--- config.mk ---
export PLATFORM = sky130hd
export DESIGN_NAME = cps_div_cell
export DESIGN_NICKNAME = d
export VERILOG_FILES = /design/src/rtl/cps_pkg.sv /design/src/rtl/cps_div_cell.sv
export SDC_FILE = /design/constraint.sdc
export NUM_CORES = 1
export LEC_CHECK = 0
export BUFFER_PORTS_ARGS = -buffer_cell sky130_fd_sc_hd__buf_2
export CORE_AREA = 2 2 191 193
export CTS_BUF_LIST = sky130_fd_sc_hd__clkbuf_2
export DETAILED_ROUTE_END_ITERATION = 8
export DIE_AREA = 0 0 193 195
export GPL_TIMING_DRIVEN = 1
export PLACE_DENSITY = 0.62
export SLEW_MARGIN = 25
export SYNTH_ARGS = -nofsm -noshare
export SYNTH_HDL_FRONTEND = slang
export SYNTH_SLANG_ARGS = --single-unit
--- constraint.sdc ---
create_clock -name clk -period 3.3 [get_ports clk]
set_input_delay 0.165 -clock clk [delete_from_list [all_inputs] [get_ports clk]]
set_output_delay 0.165 -clock clk [all_outputs]
set_load 0.03 [all_outputs]
--- src/rtl/cps_pkg.sv ---
// ----------------------------------------------------------------------------
// cps_pkg
// Types, widths and region codes for the closest-point-on-segment pipeline.
// ----------------------------------------------------------------------------
package cps_pkg;

  localparam int COORD_W = 16;
  localparam int DIFF_W  = COORD_W + 1;
  localparam int PROJ_W  = 2 * DIFF_W + 1;
  localparam int LEN_W   = 2 * DIFF_W;
  localparam int NUM_W   = DIFF_W + LEN_W + 1;
  localparam int DEN_W   = LEN_W + 1;
  localparam int QUO_W   = DIFF_W;

  localparam logic [1:0] REGION_START  = 2'd0;
  localparam logic [1:0] REGION_END    = 2'd1;
  localparam logic [1:0] REGION_INSIDE = 2'd2;

  typedef struct packed {
    logic [COORD_W-1:0] start_x;
    logic [COORD_W-1:0] start_y;
    logic [COORD_W-1:0] end_x;
    logic [COORD_W-1:0] end_y;
    logic [COORD_W-1:0] point_x;
    logic [COORD_W-1:0] point_y;
  } cps_in_t;

  typedef struct packed {
    logic [COORD_W-1:0] near_x;
    logic [COORD_W-1:0] near_y;
    logic [1:0]         region;
  } cps_out_t;

  typedef struct packed {
    logic               valid;
    logic [1:0]         region;
    logic [COORD_W-1:0] ax;
    logic [COORD_W-1:0] ay;
    logic [COORD_W-1:0] bx;
    logic [COORD_W-1:0] by;
    logic               negx;
    logic               negy;
    logic [NUM_W-1:0]   remx;
    logic [NUM_W-1:0]   remy;
    logic [DEN_W-1:0]   den;
    logic [QUO_W-1:0]   qx;
    logic [QUO_W-1:0]   qy;
  } cps_pipe_t;

endpackage

--- src/rtl/cps_div_cell.sv ---
// ----------------------------------------------------------------------------
// cps_div_cell
// One restoring-division cell: resolves one quotient bit for both axes.
// ----------------------------------------------------------------------------
module cps_div_cell #(
  parameter int BIT = 0
) (
  input  logic              clk,
  input  logic              rst_n,
  input  cps_pkg::cps_pipe_t pipe_in,
  output cps_pkg::cps_pipe_t pipe_out
);
  import cps_pkg::*;

  localparam int EXT_W = NUM_W + QUO_W;

  cps_pipe_t         pipe_r;
  cps_pipe_t         pipe_nxt;
  logic [EXT_W-1:0]  shifted;

  assign shifted = EXT_W'(pipe_in.den) << BIT;

  always_comb begin
    pipe_nxt = pipe_in;
    if (EXT_W'(pipe_in.remx) >= shifted) begin
      pipe_nxt.remx    = pipe_in.remx - shifted[NUM_W-1:0];
      pipe_nxt.qx[BIT] = 1'b1;
    end
    if (EXT_W'(pipe_in.remy) >= shifted) begin
      pipe_nxt.remy    = pipe_in.remy - shifted[NUM_W-1:0];
      pipe_nxt.qy[BIT] = 1'b1;
    end
  end

  always_ff @(posedge clk) begin
    if (!rst_n) begin
      pipe_r.valid <= 1'b0;
    end else begin
      pipe_r <= pipe_nxt;
    end
  end

  assign pipe_out = pipe_r;

endmodule

==> results.tsv <==
stage	metric	value	unit
clock_tree	TritonCTS Buffers	68	
cells_and_area	most frequent cells in the layout	buf_2, dlygate4sd3_1, edfxtp_1	
clock_tree	Clock Path Buffers	3	
synth	mux cell area share after synthesis	0.395	%
floorplanning	Die ar.	37600	um2
cells_and_area	layout cells sized above 1	31.0	%
cells_and_area	area occupied by multi-input gates	6010	um2
synth	Syn Inst Count	1237	
cells_and_area	commonest non-fill, non-tap cell in the layout	buf_2	
sta	final worst slack	0.00578	ns
grt	pin count of the biggest net entering global routing	74	
routing	Detailed Routing Iterations Pass 1	6	
min_path	Worst Hold Class	in -> reg	
synth	Synth Area in Compound Gates	16.0	%
critical_path	CP Capture Type	flop	
min_path	Hold Path Cell Cnt	4	
grt	gr busiest metal	met2	
floorplanning	Die X	193	um
synth	XOR/XNOR Fraction of Synth Area	5.60	%
clock_tree	CTS tree	done	
synth	top_reg_cell synth	edfxtp_1	
place	Port-buffer cells	485	
clock_tree	Clk pin slew, worst setup/hold paths	0.11	ns
synth	sequential area share after synthesis	53.3	%
min_path	hold path endpoint	pipe_out[85]	
clock_tree	CTS Sinks	242	
floorplanning	die height	195	um
grt	initial antenna violation count	7	
synth	YS warnings	0	
status	status	finished clean	
critical_path	Critical Path RT	3.97	ns
routing	Iteration-0 DRC Markers	1094	
sta	Slew Limit Fails	0	
clock_tree	clock root buffer	clkbuf_2	
grt	final global-route overflow total	0	
sta	Setup violations, final	0	
sta	relative slew slack	52.2	%
critical_path	Crit Path Class	in -> reg	
place	dpl cell area	16800	um2
sta	Slew @ Worst Pin	0.707	ns
floorplanning	Starting Density	38.4	%
power_and_ir_drop	P_leak	9.48	nW
grt	GR Util met2	51.8	%
grt	vias in the first global route	15000	
synth	synthesis-stage register bit count	242	
grt	Global Route Usage Sum	30.5	%
synth	post-synth design cell area	13600	um2
synth	synth top area cells	edfxtp_1, ha_1, a21oi_1, nand2_1, xor2_1	
power_and_ir_drop	Max VDD drop	284	uV
synth	simple-gate area share of the yosys netlist	14.5	%
power_and_ir_drop	P per Cell Area	421	nW/um2
grt	GRT met3 Usage	7.60	%
power_and_ir_drop	Tot Pwr	9.33	mW
routing	DRC Markers	0	
cells_and_area	max reg flops	242	
sta	Max Clock Freq	304	MHz
synth	Mapped Nets	1553	
clock_tree	H-tree lvl count	3	
synth	adder-cell share of the synthesized area	6.73	%
synth	top-area cell type share of the netlist area	53.2	%
critical_path	crit path DAT	3.96	ns
sta	Final Hold Slack	0.100	ns
cells_and_area	post-layout instance area	22200	um2
routing	WL final	59.9	mm
routing	DR WL/cell	21.6	um
cells_and_area	fin nets	2577	
sta	Final period util	99.8	%
synth	asr flop ratio synth	0	%
routing	vias	14700	
synth	Yosys top cell by area	edfxtp_1	
floorplanning	core region area	35400	um2
routing	Vias/cell	5.31	
critical_path	CP startpoint kind	primary input	
cells_and_area	Sequential cell area	7260	um2
job	max-cap viol count	0	
synth	syn_area_per_cell	11.0	um2
synth	number of synthesized flops with an enable pin	241	
min_path	hold_sp	pipe_in[85]	
grt	M1 GR Usage	34.2	%
place	Routability Congestion	0.944	
sta	min Tclk post-route	3.29	ns
sta	Fin. Hold Viols	0	
cells_and_area	P&R area growth vs syn	63.0	%
floorplanning	Row Count	69	
synth	largest family of logic cells by synthesized area	compound AO/OA/AOI/OAI gates	
floorplanning	Ports	486	
cells_and_area	Fillers	2817	
critical_path	crit-path max FO	4	
synth	Yosys cell types	75	
place	post-DP HPWL	39.1	mm
grt	first-pass GRT wire length	86.4	mm
place	setup slack after placement	0.0699	ns
routing	Routed Antenna Nets	0	
-- logic make-up after synthesis --
| logic type | Yosys count |
|---|---|
| AND/OR/NAND/NOR | 385 |
| XOR/XNOR | 87 |
| AO/OA/AOI/OAI | 343 |
| multiplexers | 5 |
| flip-flops | 242 |
| buffers and inverters | 103 |
| adder cells (fa/ha/maj) | 72 |
-- cells in the mapped netlist, drive strengths merged, types with 3 or more instances --
| master | number |
|---|---|
| edfxtp | 241 |
| nand2 | 116 |
| a21oi | 110 |
| o21ai | 85 |
| nor2 | 75 |
| ha | 70 |
| inv | 60 |
| xor2 | 46 |
| xnor2 | 41 |
| a21o | 35 |
| nor3 | 33 |
| nand3 | 32 |
| nand4 | 24 |
| clkbuf | 22 |
| buf | 21 |
| nor4 | 20 |
| or3 | 17 |
| nand2b | 14 |
| o21bai | 14 |
| and2 | 13 |
| a211oi | 12 |
| o21a | 11 |
| o31ai | 11 |
| or2 | 9 |
| or4 | 9 |
| a31oi | 8 |
| o211ai | 8 |
| nor2b | 7 |
| a211o | 6 |
| a2111oi | 5 |
| a31o | 5 |
| a21boi | 4 |
| a41oi | 4 |
| and3 | 4 |
| o2111ai | 4 |
| o221ai | 4 |
| mux2 | 3 |
| nand3b | 3 |
| nor4b | 3 |
-- stage by stage --
stage	instances	setup TNS, ns	utilization, %
after CTS	2752	0	61.9
after detailed placement	2193	0	47.5
final	2773	0	62.6
after global routing	2770	-0.00877	62.6
after floorplan	1237	0	-
after global placement	2193	0	47.5
-- routing by layer --
metal / part of all wire (%) / vias to the layer above / wire length (um)
li1: - / 6757 / -
met1: 37 / 6992 / 22200
met2: 48 / 786 / 28900
met3: 8.4 / 180 / 5030
met4: 6.2 / 2 / 3710
met5: 0.022 / - / 13
-- worst max-delay path, stage by stage --
cell           delay [ns]
dlygate4sd3_1        0.56
buf_2                0.18
ha_1                 0.24
fa_1                 0.43
nor2b_1              0.17
o2111ai_1            0.19
nand3_2              0.20
and3_1               0.21
o211ai_1             0.23
a311o_1              0.44
nor4_2               0.28
xor2_1               0.09
dlygate4sd3_1        0.58
-- power by group --
group	leakage (nW)	total [mW]	switching, mW	internal (mW)
Clock	0.451	2.37	1.45	0.922
Combinational	6.66	3.07	1.86	1.20
Sequential	2.37	3.89	0.113	3.77
-- cell type report --
class | instances | area share [%]
well taps | 461 | 2.60
repair buffers | 996 | 33.7
multi-input cells | 893 | 27.1
clock buffers | 93 | 2.10
inverters | 60 | 1.02
flip-flops and latches | 242 | 32.7
diodes | 9 | 0.102
clock inverters | 19 | 0.672
-- worst max path at each step --
stage | depth (start not counted) | start | endpoint
finish | 13 | pipe_in[34] | pipe_out[170]
global route | 14 | pipe_in[60] | pipe_out[109]
CTS | 13 | pipe_in[34] | pipe_out[166]
detailed placement | 11 | pipe_in[51] | pipe_out[114]
global placement | 11 | pipe_in[38] | pipe_out[114]
floorplan | 13 | pipe_in[63] | pipe_out[108]
-- what timing repair did --
action                                  in CTS  in global routing
hold buffers                               447                  0
setup buffers                                0                 11
hold endpoints to repair                   427                  0
endpoints found under the setup margin       0                 44
gates resized for setup                      0                 35
Power figures use the tool's default switching activity.
